$ cat config.mk
export PLATFORM = sky130hd
export DESIGN_NAME = pyro_firing_sequencer_top
export DESIGN_NICKNAME = d
export VERILOG_FILES = /design/src/hw/rtl/pfs_pkg.sv /design/src/hw/rtl/pfs_ram.sv /design/src/hw/rtl/pfs_front.sv /design/src/hw/rtl/pfs_back.sv /design/src/hw/rtl/pyro_firing_sequencer_top.sv
export SDC_FILE = /design/constraint.sdc
export NUM_CORES = 2
export LEC_CHECK = 0
export ABC_AREA = 1
export BUFFER_PORTS_ARGS = -buffer_cell sky130_fd_sc_hd__buf_2
export CAP_MARGIN = 20
export CORE_UTILIZATION = 44
export CTS_CLUSTER_SIZE = 28
export DETAILED_ROUTE_END_ITERATION = 12
export PLACE_DENSITY = 0.6
export SETUP_SLACK_MARGIN = 0.2
export SLEW_MARGIN = 20
export SYNTH_ARGS = -nofsm -noshare
export SYNTH_HDL_FRONTEND = slang
export SYNTH_SLANG_ARGS = --single-unit
$ cat constraint.sdc
create_clock -name clk -period 4.16 [get_ports clk]
set_input_delay 0.416 -clock clk [delete_from_list [all_inputs] [get_ports clk]]
set_output_delay 0.416 -clock clk [all_outputs]
set_load 0.05 [all_outputs]
$ cat src/hw/rtl/pfs_pkg.sv
// ---------------------------------------------------------------------------
// Pyro firing sequencer package
// Shared types, codes and reset values for the sequencer modules.
// ---------------------------------------------------------------------------
`default_nettype none

package pfs_pkg;

  // Sequencer phase
  typedef enum logic [1:0] {
    PH_IDLE   = 2'd0,
    PH_SETTLE = 2'd1,
    PH_DRIVE  = 2'd2
  } phase_t;

  // Error codes reported with each result word
  typedef enum logic [2:0] {
    ERR_NONE       = 3'd0,
    ERR_BAD_MSG    = 3'd1,
    ERR_SUPPLY_UNK = 3'd2,
    ERR_SUPPLY_FLT = 3'd3,
    ERR_TYPE_UNK   = 3'd4
  } err_t;

  // Configuration register indexes
  localparam logic [2:0] CFG_EMATCH_HOLD   = 3'd0;
  localparam logic [2:0] CFG_TALON_HOLD    = 3'd1;
  localparam logic [2:0] CFG_METRON_WINDOW = 3'd2;
  localparam logic [2:0] CFG_PULSE_HALF    = 3'd3;
  localparam logic [2:0] CFG_SETTLE        = 3'd4;
  localparam logic [2:0] CFG_BUS_THRESHOLD = 3'd5;

  // Configuration reset values
  localparam logic [15:0] RST_EMATCH_HOLD   = 16'd1500;
  localparam logic [15:0] RST_TALON_HOLD    = 16'd3000;
  localparam logic [15:0] RST_METRON_WINDOW = 16'd500;
  localparam logic [7:0]  RST_PULSE_HALF    = 8'd10;
  localparam logic [7:0]  RST_SETTLE        = 8'd2;
  localparam logic [11:0] RST_BUS_THRESHOLD = 12'd50;

  // Fire code low nibble: igniter type
  localparam logic [3:0] TYPE_OFF    = 4'h0;
  localparam logic [3:0] TYPE_EMATCH = 4'h1;
  localparam logic [3:0] TYPE_TALON  = 4'h2;
  localparam logic [3:0] TYPE_METRON = 4'h3;

  // Fire code high nibble: supply selection
  localparam logic [3:0] SUPPLY_1A = 4'h0;
  localparam logic [3:0] SUPPLY_3A = 4'h1;

  typedef struct packed {
    logic [15:0] ematch_hold;
    logic [15:0] talon_hold;
    logic [15:0] metron_window;
    logic [7:0]  pulse_half;
    logic [7:0]  settle;
    logic [11:0] bus_threshold;
  } cfg_t;

  // Classified input word passed from front to back
  typedef struct packed {
    logic        is_fire;   // enqueue request, otherwise a 1 ms tick
    logic [15:0] req_word;  // fire code in [15:8], channel in [7:0]
    logic        armed;
    logic        bus_low;   // bus reading below threshold
  } item_t;

  typedef struct packed {
    logic pause;
    logic high;
    logic low;
    logic drive;
  } flags_t;

  typedef struct packed {
    logic       channel_drive;
    logic [7:0] active_channel;
    logic       supply_low_en;
    logic       supply_high_en;
    logic       sensing_paused;
    logic       busy;
    err_t       error_code;
    logic       request_dropped;
  } result_t;

endpackage

`default_nettype wire

$ cat src/hw/rtl/pfs_ram.sv
// ---------------------------------------------------------------------------
// Pyro firing sequencer RAM
// Generic single write port, single read port RAM with registered read.
// ---------------------------------------------------------------------------
`default_nettype none

module pfs_ram #(
  parameter int WIDTH = 16,
  parameter int DEPTH = 128
) (
  input  wire logic                     clk,
  input  wire logic                     wr_en,
  input  wire logic [$clog2(DEPTH)-1:0] wr_addr,
  input  wire logic [WIDTH-1:0]         wr_data,
  input  wire logic [$clog2(DEPTH)-1:0] rd_addr,
  output logic      [WIDTH-1:0]         rd_data
);

  logic [WIDTH-1:0] mem [DEPTH];

  // Write, and read old contents on a same-address collision
  always_ff @(posedge clk) begin
    if (wr_en) begin
      mem[wr_addr] <= wr_data;
    end
    rd_data <= mem[rd_addr];
  end

endmodule

`default_nettype wire

$ cat src/hw/rtl/pfs_front.sv
// ---------------------------------------------------------------------------
// Pyro firing sequencer front end
// Accepts input words, classifies them and buffers them in a two-entry queue.
// ---------------------------------------------------------------------------
`default_nettype none

module pfs_front (
  input  wire logic          clk,
  input  wire logic          rst_n,
  input  wire logic          in_valid,
  output logic               in_stall,
  input  wire logic          in_command,
  input  wire logic [7:0]    in_target_channel,
  input  wire logic [7:0]    in_fire_code,
  input  wire logic          in_armed,
  input  wire logic [11:0]   in_bus_reading,
  input  wire logic [11:0]   bus_threshold,
  output logic               item_valid,
  output pfs_pkg::item_t     item,
  input  wire logic          item_pop
);

  pfs_pkg::item_t buf_r [2];
  logic           wr_ptr_r, wr_ptr_nxt;
  logic           rd_ptr_r, rd_ptr_nxt;
  logic [1:0]     cnt_r, cnt_nxt;
  logic           push;
  pfs_pkg::item_t classified;

  // Classify the incoming word
  always_comb begin
    classified.is_fire  = in_command;
    classified.req_word = {in_fire_code, in_target_channel};
    classified.armed    = in_armed;
    classified.bus_low  = (in_bus_reading < bus_threshold);
  end

  assign in_stall   = (cnt_r == 2'd2);
  assign push       = in_valid && !in_stall;
  assign item_valid = (cnt_r != 2'd0);
  assign item       = buf_r[rd_ptr_r];

  // Advance pointers and occupancy
  always_comb begin
    wr_ptr_nxt = push ? ~wr_ptr_r : wr_ptr_r;
    rd_ptr_nxt = item_pop ? ~rd_ptr_r : rd_ptr_r;
    cnt_nxt    = cnt_r + {1'b0, push} - {1'b0, item_pop};
  end

  always_ff @(posedge clk) begin
    if (!rst_n) begin
      wr_ptr_r <= 1'b0;
      rd_ptr_r <= 1'b0;
      cnt_r    <= 2'd0;
    end else begin
      wr_ptr_r <= wr_ptr_nxt;
      rd_ptr_r <= rd_ptr_nxt;
      cnt_r    <= cnt_nxt;
    end
  end

  // Hold the classified word
  always_ff @(posedge clk) begin
    if (push) begin
      buf_r[wr_ptr_r] <= classified;
    end
  end

endmodule

`default_nettype wire

$ cat src/hw/rtl/pfs_back.sv
// ---------------------------------------------------------------------------
// Pyro firing sequencer back end
// Request queue, firing phase machine and the registered result word.
// ---------------------------------------------------------------------------
`default_nettype none

module pfs_back #(
  parameter int QUEUE_DEPTH = 128
) (
  input  wire logic           clk,
  input  wire logic           rst_n,
  input  wire pfs_pkg::cfg_t  cfg,
  input  wire logic           item_valid,
  input  wire pfs_pkg::item_t item,
  output logic                item_pop,
  output logic                out_valid,
  input  wire logic           out_stall,
  output pfs_pkg::result_t    result
);

  localparam int AW = (QUEUE_DEPTH > 1) ? $clog2(QUEUE_DEPTH) : 1;
  localparam int CW = $clog2(QUEUE_DEPTH + 1);
  localparam logic [AW-1:0] LAST_IDX = AW'(QUEUE_DEPTH - 1);
  localparam logic [CW-1:0] FULL_CNT = CW'(QUEUE_DEPTH);

  logic [AW-1:0]     head_r, head_nxt;
  logic [AW-1:0]     tail_r, tail_nxt;
  logic [CW-1:0]     count_r, count_nxt;
  pfs_pkg::phase_t   phase_r, phase_nxt;
  logic [15:0]       ptimer_r, ptimer_nxt;
  logic [7:0]        pulse_r, pulse_nxt;
  logic [15:0]       latched_r, latched_nxt;
  pfs_pkg::flags_t   flags_r, flags_nxt;
  logic              out_valid_r, out_valid_nxt;
  pfs_pkg::result_t  result_r, result_nxt;
  logic              byp_r, byp_nxt;
  logic [15:0]       byp_data_r;

  logic              fire;
  logic              wr_en;
  logic [15:0]       ram_q;
  logic [15:0]       head_word;
  logic [7:0]        half;
  pfs_pkg::err_t     err;
  logic              dropped;

  assign fire     = item_valid && (!out_valid_r || !out_stall);
  assign item_pop = fire;
  assign half     = (cfg.pulse_half == 8'd0) ? 8'd1 : cfg.pulse_half;

  // Request store; the read address follows the next head so the head word is ready
  pfs_ram #(
    .WIDTH (16),
    .DEPTH (QUEUE_DEPTH)
  ) u_queue_ram (
    .clk     (clk),
    .wr_en   (wr_en),
    .wr_addr (tail_r),
    .wr_data (item.req_word),
    .rd_addr (head_nxt),
    .rd_data (ram_q)
  );

  assign byp_nxt   = wr_en && (tail_r == head_nxt);
  assign head_word = byp_r ? byp_data_r : ram_q;

  // Next state of queue and firing sequence
  always_comb begin
    logic        do_begin;
    logic [3:0]  btype;
    logic [3:0]  ptype;
    logic [3:0]  psup;
    logic [15:0] hold;

    do_begin    = 1'b0;
    btype       = pfs_pkg::TYPE_OFF;
    ptype       = head_word[11:8];
    psup        = head_word[15:12];
    hold        = 16'd0;
    head_nxt    = head_r;
    tail_nxt    = tail_r;
    count_nxt   = count_r;
    phase_nxt   = phase_r;
    ptimer_nxt  = ptimer_r;
    pulse_nxt   = pulse_r;
    latched_nxt = latched_r;
    flags_nxt   = flags_r;
    err         = pfs_pkg::ERR_NONE;
    dropped     = 1'b0;
    wr_en       = 1'b0;

    if (fire) begin
      if (item.is_fire) begin
        // Enqueue, or drop when full
        if (count_r == FULL_CNT) begin
          dropped = 1'b1;
        end else begin
          wr_en     = 1'b1;
          tail_nxt  = (tail_r == LAST_IDX) ? '0 : tail_r + 1'b1;
          count_nxt = count_r + 1'b1;
        end
      end else begin
        case (phase_r)
          pfs_pkg::PH_IDLE: begin
            // Pop and check one request
            if (count_r != '0) begin
              head_nxt  = (head_r == LAST_IDX) ? '0 : head_r + 1'b1;
              count_nxt = count_r - 1'b1;
              if (head_word == 16'd0) begin
                err = pfs_pkg::ERR_BAD_MSG;
              end else if (item.armed && ptype != pfs_pkg::TYPE_OFF) begin
                if (psup != pfs_pkg::SUPPLY_1A && psup != pfs_pkg::SUPPLY_3A) begin
                  err = pfs_pkg::ERR_SUPPLY_UNK;
                end else begin
                  latched_nxt     = head_word;
                  flags_nxt.pause = 1'b1;
                  flags_nxt.low   = (psup == pfs_pkg::SUPPLY_1A);
                  flags_nxt.high  = (psup == pfs_pkg::SUPPLY_3A);
                  flags_nxt.drive = 1'b0;
                  phase_nxt       = pfs_pkg::PH_SETTLE;
                  ptimer_nxt      = {8'd0, cfg.settle};
                  do_begin        = (cfg.settle == 8'd0);
                end
              end
            end
          end
          pfs_pkg::PH_SETTLE: begin
            // Count down the settle wait
            if (ptimer_r != 16'd0) begin
              ptimer_nxt = ptimer_r - 16'd1;
            end
            do_begin = (ptimer_nxt == 16'd0);
          end
          pfs_pkg::PH_DRIVE: begin
            if (latched_r[11:8] != pfs_pkg::TYPE_METRON) begin
              // Fixed hold
              if (ptimer_r != 16'd0) begin
                ptimer_nxt = ptimer_r - 16'd1;
              end
              if (ptimer_nxt == 16'd0) begin
                flags_nxt  = '0;
                phase_nxt  = pfs_pkg::PH_IDLE;
                pulse_nxt  = 8'd0;
              end
            end else begin
              // Metron pulsing
              if (ptimer_r != 16'hFFFF) begin
                ptimer_nxt = ptimer_r + 16'd1;
              end
              if (pulse_r != 8'd0) begin
                pulse_nxt = pulse_r - 8'd1;
              end
              if (pulse_nxt == 8'd0) begin
                if (flags_r.drive) begin
                  flags_nxt.drive = 1'b0;
                  pulse_nxt       = half;
                end else if (ptimer_nxt >= cfg.metron_window) begin
                  flags_nxt  = '0;
                  phase_nxt  = pfs_pkg::PH_IDLE;
                  ptimer_nxt = 16'd0;
                  pulse_nxt  = 8'd0;
                end else begin
                  flags_nxt.drive = 1'b1;
                  pulse_nxt       = half;
                end
              end
            end
          end
          default: begin
            flags_nxt  = '0;
            phase_nxt  = pfs_pkg::PH_IDLE;
            ptimer_nxt = 16'd0;
            pulse_nxt  = 8'd0;
          end
        endcase

        // Bus check and start of drive
        if (do_begin) begin
          btype = latched_nxt[11:8];
          if (item.bus_low) begin
            err            = pfs_pkg::ERR_SUPPLY_FLT;
            flags_nxt.low  = 1'b1;
            flags_nxt.high = 1'b1;
          end
          if (btype == pfs_pkg::TYPE_EMATCH || btype == pfs_pkg::TYPE_TALON) begin
            hold = (btype == pfs_pkg::TYPE_EMATCH) ? cfg.ematch_hold : cfg.talon_hold;
            if (hold == 16'd0) begin
              flags_nxt  = '0;
              phase_nxt  = pfs_pkg::PH_IDLE;
              ptimer_nxt = 16'd0;
              pulse_nxt  = 8'd0;
            end else begin
              flags_nxt.drive = 1'b1;
              phase_nxt       = pfs_pkg::PH_DRIVE;
              ptimer_nxt      = hold;
            end
          end else if (btype == pfs_pkg::TYPE_METRON) begin
            if (cfg.metron_window == 16'd0) begin
              flags_nxt  = '0;
              phase_nxt  = pfs_pkg::PH_IDLE;
              ptimer_nxt = 16'd0;
              pulse_nxt  = 8'd0;
            end else begin
              flags_nxt.drive = 1'b1;
              phase_nxt       = pfs_pkg::PH_DRIVE;
              ptimer_nxt      = 16'd0;
              pulse_nxt       = half;
            end
          end else begin
            err        = pfs_pkg::ERR_TYPE_UNK;
            flags_nxt  = '0;
            phase_nxt  = pfs_pkg::PH_IDLE;
            ptimer_nxt = 16'd0;
            pulse_nxt  = 8'd0;
          end
        end
      end
    end
  end

  // Result word from the state after this item
  always_comb begin
    result_nxt.channel_drive   = flags_nxt.drive;
    result_nxt.active_channel  = (phase_nxt != pfs_pkg::PH_IDLE) ? latched_nxt[7:0] : 8'd0;
    result_nxt.supply_low_en   = flags_nxt.low;
    result_nxt.supply_high_en  = flags_nxt.high;
    result_nxt.sensing_paused  = flags_nxt.pause;
    result_nxt.busy            = (phase_nxt != pfs_pkg::PH_IDLE);
    result_nxt.error_code      = err;
    result_nxt.request_dropped = dropped;
    out_valid_nxt              = fire || (out_valid_r && out_stall);
  end

  always_ff @(posedge clk) begin
    if (!rst_n) begin
      head_r      <= '0;
      tail_r      <= '0;
      count_r     <= '0;
      phase_r     <= pfs_pkg::PH_IDLE;
      ptimer_r    <= 16'd0;
      pulse_r     <= 8'd0;
      latched_r   <= 16'd0;
      flags_r     <= '0;
      out_valid_r <= 1'b0;
      byp_r       <= 1'b0;
    end else begin
      head_r      <= head_nxt;
      tail_r      <= tail_nxt;
      count_r     <= count_nxt;
      phase_r     <= phase_nxt;
      ptimer_r    <= ptimer_nxt;
      pulse_r     <= pulse_nxt;
      latched_r   <= latched_nxt;
      flags_r     <= flags_nxt;
      out_valid_r <= out_valid_nxt;
      byp_r       <= byp_nxt;
    end
  end

  // Hold the result while stalled; capture bypass data
  always_ff @(posedge clk) begin
    if (fire) begin
      result_r <= result_nxt;
    end
    byp_data_r <= item.req_word;
  end

  assign out_valid = out_valid_r;
  assign result    = result_r;

endmodule

`default_nettype wire

$ cat src/hw/rtl/pyro_firing_sequencer_top.sv
// ---------------------------------------------------------------------------
// Pyro firing sequencer
// Queues fire requests and runs the supply, settle and drive sequence on ticks.
// ---------------------------------------------------------------------------
//  Port group   Direction  Handshake           Moves
//  in_*         input      in_valid/in_stall   one tick or fire request word
//  out_*        output     out_valid/out_stall one status word per input word
//  cfg_*        input      cfg_we              one register write
//
// One word is accepted per cycle while in_stall is low; each result is registered
// after its input word in the front queue, then in the back end's output register.
// The request store is a RAM read at the next head address, so a pop or an
// enqueue can complete every cycle in which the back end takes a word.
// Synchronous reset clears pointers, phase and flags; the RAM is not cleared.
// A stall on the result side fills the two-entry front queue and then stalls
// the input side.
// ---------------------------------------------------------------------------
`default_nettype none

module pyro_firing_sequencer_top #(
  parameter int QUEUE_DEPTH = 128
) (
  input  wire logic        clk,
  input  wire logic        rst_n,
  input  wire logic        in_valid,
  output logic             in_stall,
  input  wire logic        in_command,
  input  wire logic [7:0]  in_target_channel,
  input  wire logic [7:0]  in_fire_code,
  input  wire logic        in_armed,
  input  wire logic [11:0] in_bus_reading,
  output logic             out_valid,
  input  wire logic        out_stall,
  output logic             out_channel_drive,
  output logic [7:0]       out_active_channel,
  output logic             out_supply_low_en,
  output logic             out_supply_high_en,
  output logic             out_sensing_paused,
  output logic             out_busy_res,
  output logic [2:0]       out_error_code,
  output logic             out_request_dropped,
  input  wire logic        cfg_we,
  input  wire logic [2:0]  cfg_index,
  input  wire logic [15:0] cfg_wdata
);

  pfs_pkg::cfg_t    cfg_r, cfg_nxt;
  logic             item_valid;
  pfs_pkg::item_t   item;
  logic             item_pop;
  pfs_pkg::result_t result;

  // Register writes
  always_comb begin
    cfg_nxt = cfg_r;
    if (cfg_we) begin
      case (cfg_index)
        pfs_pkg::CFG_EMATCH_HOLD:   cfg_nxt.ematch_hold   = cfg_wdata;
        pfs_pkg::CFG_TALON_HOLD:    cfg_nxt.talon_hold    = cfg_wdata;
        pfs_pkg::CFG_METRON_WINDOW: cfg_nxt.metron_window = cfg_wdata;
        pfs_pkg::CFG_PULSE_HALF:    cfg_nxt.pulse_half    = cfg_wdata[7:0];
        pfs_pkg::CFG_SETTLE:        cfg_nxt.settle        = cfg_wdata[7:0];
        pfs_pkg::CFG_BUS_THRESHOLD: cfg_nxt.bus_threshold = cfg_wdata[11:0];
        default:                    cfg_nxt = cfg_r;
      endcase
    end
  end

  always_ff @(posedge clk) begin
    if (!rst_n) begin
      cfg_r.ematch_hold   <= pfs_pkg::RST_EMATCH_HOLD;
      cfg_r.talon_hold    <= pfs_pkg::RST_TALON_HOLD;
      cfg_r.metron_window <= pfs_pkg::RST_METRON_WINDOW;
      cfg_r.pulse_half    <= pfs_pkg::RST_PULSE_HALF;
      cfg_r.settle        <= pfs_pkg::RST_SETTLE;
      cfg_r.bus_threshold <= pfs_pkg::RST_BUS_THRESHOLD;
    end else begin
      cfg_r <= cfg_nxt;
    end
  end

  pfs_front u_front (
    .clk               (clk),
    .rst_n             (rst_n),
    .in_valid          (in_valid),
    .in_stall          (in_stall),
    .in_command        (in_command),
    .in_target_channel (in_target_channel),
    .in_fire_code      (in_fire_code),
    .in_armed          (in_armed),
    .in_bus_reading    (in_bus_reading),
    .bus_threshold     (cfg_r.bus_threshold),
    .item_valid        (item_valid),
    .item              (item),
    .item_pop          (item_pop)
  );

  pfs_back #(
    .QUEUE_DEPTH (QUEUE_DEPTH)
  ) u_back (
    .clk        (clk),
    .rst_n      (rst_n),
    .cfg        (cfg_r),
    .item_valid (item_valid),
    .item       (item),
    .item_pop   (item_pop),
    .out_valid  (out_valid),
    .out_stall  (out_stall),
    .result     (result)
  );

  assign out_channel_drive   = result.channel_drive;
  assign out_active_channel  = result.active_channel;
  assign out_supply_low_en   = result.supply_low_en;
  assign out_supply_high_en  = result.supply_high_en;
  assign out_sensing_paused  = result.sensing_paused;
  assign out_busy_res        = result.busy;
  assign out_error_code      = result.error_code;
  assign out_request_dropped = result.request_dropped;

endmodule

`default_nettype wire

After elaboration in Yosys (flattened, before gate mapping)
Memories as Yosys holds them, arrays and structs flattened. A register that Yosys moved wholly into a read port is not among the register bits.
Cells that the tools add are included.
{"block": "totals", "out_inout_bits": 19, "n_memories": 2, "mem_bits_rw": 2086, "register_bits": 179, "input_bits": 54, "elab_cells": 244}
{"block": "op_classes", "reduce_logical": 43, "addsub": 9, "eq_ne": 24, "muxes": 128, "n_bitwise": 4, "order_cmp": 2}
{"name": "u_back.u_queue_ram.mem", "words": 128, "width": 16, "rd": 1, "rd_clocked_by_memory_dff": 1, "write_ports": 1, "line": "pfs_ram.sv:19", "text": "logic [WIDTH-1:0] mem [DEPTH];"}
{"name": "u_front.buf_r", "words": 2, "width": 19, "rd": 1, "rd_clocked_by_memory_dff": 1, "write_ports": 1, "line": "pfs_front.sv:23", "text": "pfs_pkg::item_t buf_r [2];"}
{"op": "$mux W16", "n": 26}
{"op": "$mux W8", "n": 22}
{"op": "$mux W12", "n": 7}
{"op": "$logic_not A16 Y1", "n": 5}
{"op": "$mux W4", "n": 12}
{"op": "$pmux W16 S3", "n": 1}
{"op": "$mux W7", "n": 6}
{"op": "$mux W2", "n": 18}
{"op": "$mux W3", "n": 12}
{"op": "$logic_not A8 Y1", "n": 3}
{"op": "$mux W1", "n": 20}
{"op": "$add A16 B1 Y16 const B", "n": 1}
{"op": "$ge A16 B16 Y1", "n": 1}
{"op": "$ne A16 B16 Y1 const B", "n": 1}
{"op": "$pmux W8 S2", "n": 1}
{"op": "$reduce_bool A16 Y1", "n": 1}
{"op": "$reduce_bool A8 Y1", "n": 2}
{"op": "$sub A16 B1 Y16 const B", "n": 1}
{"op": "$sub A8 B1 Y8 const B", "n": 2}
{"op": "$add A7 B1 Y7 const B", "n": 2}
{"op": "$eq A7 B7 Y1 const B", "n": 2}
{"op": "$reduce_and A2 Y1", "n": 7}
{"op": "$lt A12 B12 Y1", "n": 1}
{"op": "$pmux W4 S3", "n": 1}
{"op": "32 further kinds", "n": 55}

Depth between registers and ports, before layout
{"block": "logic_depth", "word_depth": 19, "mapped_depth": 29, "depth_no_buf": 29}

Modules after synthesis
Synthesis repeated with hierarchy kept, for this count alone.
{"block": "hier_totals", "hier_cells": 8499, "area_unflattened_um2": 95122.5}
{"module": "pfs_ram", "area_per_inst_um2": 82826.9, "cells_each": 6793, "instances": 1, "seq_area_each_um2": 61819.3}
{"module": "pfs_back", "area_per_inst_um2": 7364.6, "cells_each": 1148, "instances": 1, "seq_area_each_um2": 2152.1}
{"module": "pyro_firing_sequencer_top", "area_per_inst_um2": 2981.6, "cells_each": 418, "instances": 1, "seq_area_each_um2": 1521.5}
{"module": "pfs_front", "area_per_inst_um2": 1949.4, "cells_each": 140, "instances": 1, "seq_area_each_um2": 1241.2}

Worst setup path after synthesis
OpenSTA, ideal clock, no wires.
{"block": "synth_path", "kind": "reg-to-reg", "startpoint": "register u_back.out_valid_r (netlist: u_back.out_valid)", "endpoint": "memory u_back.u_queue_ram.mem[63][0], enable pin", "setup_time_ns": 0.409, "n_path_buf": 0, "stages_incl_launch_ff": 10, "path_slack_ns": 0.409, "required_time_ns": 3.751, "arrival_time_ns": 3.342, "period_less_slack_ns": 3.751, "cell_sequence": "dfxtp_1 > nand2_1 > o21ai_0 > inv_1 > nand3_1 > clkinv_1 > nand4_1 > nor2_1 > nand2_1 > nor3_1"}
{"block": "synth_via", "elab_chain_len": 6}
{"element": "from (decl)", "line": "pfs_back.sv:34", "text": "logic out_valid_r, out_valid_nxt;"}
{"element": "from (signal assigned)", "line": "pfs_back.sv:255", "text": "out_valid_r <= out_valid_nxt;"}
{"element": "$logic_not A1 Y1", "line": "pfs_back.sv:47", "text": "assign fire = item_valid && (!out_valid_r || !out_stall);"}
{"element": "$logic_or A1 B1 Y1", "line": "pfs_back.sv:47"}
{"element": "$logic_and A1 B1 Y1", "line": "pfs_back.sv:47"}
{"element": "net item_pop", "line": "pyro_firing_sequencer_top.sv:50", "text": "logic item_pop;"}
{"element": "$mux W1", "line": "pfs_back.sv:92", "text": "if (fire) begin"}
{"element": "$mux W1", "line": "pfs_ram.sv:23", "text": "if (wr_en) begin"}
{"element": "$mux W1 (not written as such)", "line": "pfs_ram.sv:24", "text": "mem[wr_addr] <= wr_data;"}
{"element": "to (decl)", "line": "pfs_ram.sv:19"}
The timed path passes the listed nets, and every way through them passes these cells.

Worst setup path after layout
{"block": "layout_path", "startpoint": "register u_front.cnt_r[1]", "endpoint": "register u_back.u_queue_ram.rd_data[12], read port of u_back.u_queue_ram.mem"}
{"block": "layout_via", "elab_chain_len": 3}
{"element": "from (decl)", "line": "pfs_front.sv:26", "text": "logic [1:0] cnt_r, cnt_nxt;"}
{"element": "from (signal assigned)", "line": "pfs_front.sv:58", "text": "cnt_r <= cnt_nxt;"}
{"element": "$reduce_bool A2 Y1", "line": "pfs_front.sv:40", "text": "assign item_valid = (cnt_r != 2'd0);"}
{"element": "$logic_and A1 B1 Y1", "line": "pfs_back.sv:47"}
{"element": "$mux W7", "line": "pfs_back.sv:92"}
{"element": "to (decl)", "line": "pfs_ram.sv:16", "text": "output logic [WIDTH-1:0] rd_data"}
No other way between the ends.
A chain may end at the register's enable or synchronous reset.

==> reports/results.ini <==
[synth]
syn_area_per_cell_sq_um = 11.8
synth_top_area_cell = edfxtp_1
syn-num-nets = 7986
synth-edff-count = 2103
netlist_area_sq_um = 93000
synthTopCellsByCount = 2,103 x edfxtp_1, 1,273 x nor2_1, 1,098 x o21ai_0
yosys-top-cells-area = edfxtp_1 68%, o21ai_0 5.9%, nor2_1 5.1%
synth_compound_area_share_pct = 10.3
synth_simple_gate_area_share_pct = 13.6
synth_most_common_cell = edfxtp_1
synth.yosys.seq_area_share_pct = 71.8
synth.area.mux_share_pct = 0.108
ys.flop_type = edfxtp_1
syn_inst = 7890
async_flop_share_pct = 0
yosysUniqueCellTypes = 57
synth_top_family_by_area = simple AND/OR/NAND/NOR gates
ys_seq_elements = 2282
synth_fa_ha_area_share_pct = 0.573
synth-xor-area-share_pct = 0.281
yosysTopAreaCellShare_pct = 67.9
yosys_warnings = 0

[setup_path]
path_max_fanout = 64
critPathSlowestCell = o21ai_0
worstPathCellList = o21ai_0 > nor2_4 > inv_2 > nor2_4 > inv_2 > nand2_1 > nand2_8 > buf_4 > buf_12 > o21ai_0 > o22ai_1 > nand2_1 > nand3_1 > nand3_1 > nand3_1 > nand3_1 > nand2_1
setup.worst_path.class = flop to flop
r2r-end = u_back.u_queue_ram.rd_data[12]
critPathRequiredTime_ns = 4.96
end_kind = flop
startpoint_type = flop
cp.arrival_ns = 4.69
ff2ff_path_depth = 17
slowest_delay_ns = 0.68
cp_common_cell = nand3_1
reg2reg_from = u_front.cnt_r[1]
regToRegSetupSlack_ns = 0.27

[timing]
hold_violations = 0
grt_setup_unrepaired = yes
finalClockSkew_ns = 0.0478
slew_violations = 0
relSlewSlack_pct = 25.1
setup_viol = 0
fin_crit_ns = 3.89
period_share_pct = 93.5
max_freq_ghz = 0.257
setup_tns_ns = 0
worst_slew_pin_slew_ns = 1.12

[power]
power_mw = 84.7
power.static_leakage_nw = 36.7
peakVddDrop_v = 0.000627
powerDensity_nw_per_um2 = 790

[detailed_routing]
drt-total-wl_mm = 273
firstDrtPassIters = 6
drc_errors = 0
wl_per_cell_microns = 24.4
vias = 64500
antenna_left = 0
viasPerCell = 5.76
dr.first_iter.drc_count = 7398

[global_route]
grt_overflow_total = 0
grt_pass1_vias = 60700
grt_pass1_wl_mm = 402
grt_max_degree = 167
grt_usage_pct = 25.3
antenna_found_initial = 6

[finish]
final_nets = 8268
synthToLayoutAreaGrowth_pct = 15.3
design_area_sq_um = 107000
drive_gt1_share_pct = 11.3

[run_status]
status = finished, final reports clean

[clocking]
cts_buffer_depth = 3
cts_sinks = 2282
cts_buffers = 231
clock-root-buffer = clkbuf_16
clk_latency_ns = 0.90
cts_tree = yes
clkTransAtPathRegs_ns = 0.06
htreeDepth = 4

[floorplanning]
fp.dieW_microns = 462
ios = 73
core_sq_um = 210000
fp.dieH_microns = 462
initial_core_util_pct = 44.3
row_count = 168
die-area_sq_um = 213000

[place]
routabilityCongestion = 0.919
place_area_sq_um = 99200
dpl.hpwl_mm = 165
placement.io_buffers = 72

[worst_hold_path]
hp-class = primary input to flop
worstHoldEndpoint = cfg_r[21]
min-delay-start = cfg_index[0]
whs_path_depth = 5

[run]
maxCapViolCount = 0

-- registers in the layout, summed over array words and instances, names as in the netlist, 2 cells and up, named ones only --
signal / flops
u_back.count_r: 8
u_front.cnt_r: 2
cfg_r: 76
u_back.ptimer_r: 16
u_back.u_queue_ram.mem: 2048
u_back.result: 17
u_back.head_r: 7
u_back.latched_r: 12
u_back.byp_data_r: 16
u_back.phase_r: 2
u_back.flags_r: 4
u_front.buf_r: 38
u_back.u_queue_ram.rd_data: 16
u_back.tail_r: 7
u_back.pulse_r: 8
-- kinds of logic (layout without fill, tap and decap cells) --
logic type               count (synthesis)  count (layout)
AND/OR/NAND/NOR                       3043            3044
flip-flops                            2282            2282
AO/OA/AOI/OAI                         1764            1764
buffers and inverters                  720            1204
adder cells (fa/ha/maj)                 42              42
XOR/XNOR                                29              29
multiplexers                            10              10
other                                    0               6
-- stage by stage --
stage / std cells / utilization [%] / hold slack [ns] / setup slack (ns)
after global routing: 11200 / 51.1 / 0.0642 / 0.161
final: 11200 / 51.1 / 0.0673 / 0.270
after floorplan: 7890 / - / 0.424 / 0.409
after detailed placement: 10700 / 47.3 / 0.443 / 0.117
after global placement: 10700 / 47.3 / 0.437 / 0.185
after CTS: 11200 / 50.9 / 0.00637 / 0.263
-- worst max-delay path, delay by kind of cell (launching register included) --
family                 cells  cell delay, ns
and+or+nand+nor           10            1.67
AOI/OAI and AO/OA          3            1.00
buffers and inverters      4            0.76
DFF                        1            0.33
-- per-layer routing --
metal  vias up  share of wire (%)  GRT usage [%]
li1      29200                  -              -
met1     32200                 42           35.8
met2      2645                 47           39.7
met3       400                8.3           4.52
met4         4                2.6           7.38
met5         -             0.0062              0
-- cells in the final DEF, fill, tap and decap left out, types with 8 or more instances in the layout --
master / instances
clkbuf_16: 232
mux2i_1: 10
clkinv_1: 59
nand3_2: 8
buf_4: 353
nor2_1: 1271
edfxtp_1: 2103
a21oi_1: 108
o21ai_1: 10
o21ai_0: 1091
nor3_1: 26
nand4_1: 45
nand2_1: 942
inv_2: 12
nor3_2: 10
dlygate4sd3_1: 41
a31oi_1: 18
clkbuf_1: 72
nand2_4: 20
ha_1: 39
buf_2: 71
nor4_1: 12
inv_1: 183
bufinv_16: 14
clkinv_2: 41
nand2_2: 15
dfxtp_1: 177
nand3_1: 662
buf_12: 87
o211ai_1: 19
o22ai_1: 486
xor2_1: 21
-- worst max-delay path by stage --
stage                                endpoint          startpoint  cells past startpoint
6_report       u_back.u_queue_ram.rd_data[12]    u_front.cnt_r[1]                     17
5_1_grt         u_back.u_queue_ram.rd_data[2]   u_back.count_r[1]                     20
4_1_cts        u_back.u_queue_ram.rd_data[15]   u_back.count_r[1]                     21
3_5_place_dp    u_back.u_queue_ram.rd_data[2]           out_stall                     20
3_3_place_gp                u_back.result[15]  u_back.ptimer_r[1]                     27
2_1_floorplan   u_back.u_queue_ram.mem[63][0]    u_back.out_valid                      9
-- report_power, final --
| part | switching, mW | leakage [nW] | internal, mW | total, mW |
|---|---|---|---|---|
| clock network | 8.93 | 3.56 | 11.2 | 20.2 |
| logic | 25.1 | 12.7 | 11.0 | 36.1 |
| registers | 0.381 | 20.4 | 28.1 | 28.5 |
-- area by class of cell --
class / instances / area [sq um]
diodes: 6 / 15.0
clock buffers: 307 / 6120
clock inverters: 129 / 1190
fillers: 18200 / 103000
inverters: 208 / 818
multi-input cells: 4889 / 23600
flip-flops and latches: 2282 / 66700
well taps: 2805 / 3510
repair buffers: 560 / 5270
-- timing repair --
action,CTS,global route
hold buffers,41,0
setup buffers,0,13
resized for setup,1,58
pin swaps,0,19
cloned,0,1
hold endpoints to repair,128,0
setup endpoints to repair,8,58
Power figures use the tool's default switching activity.
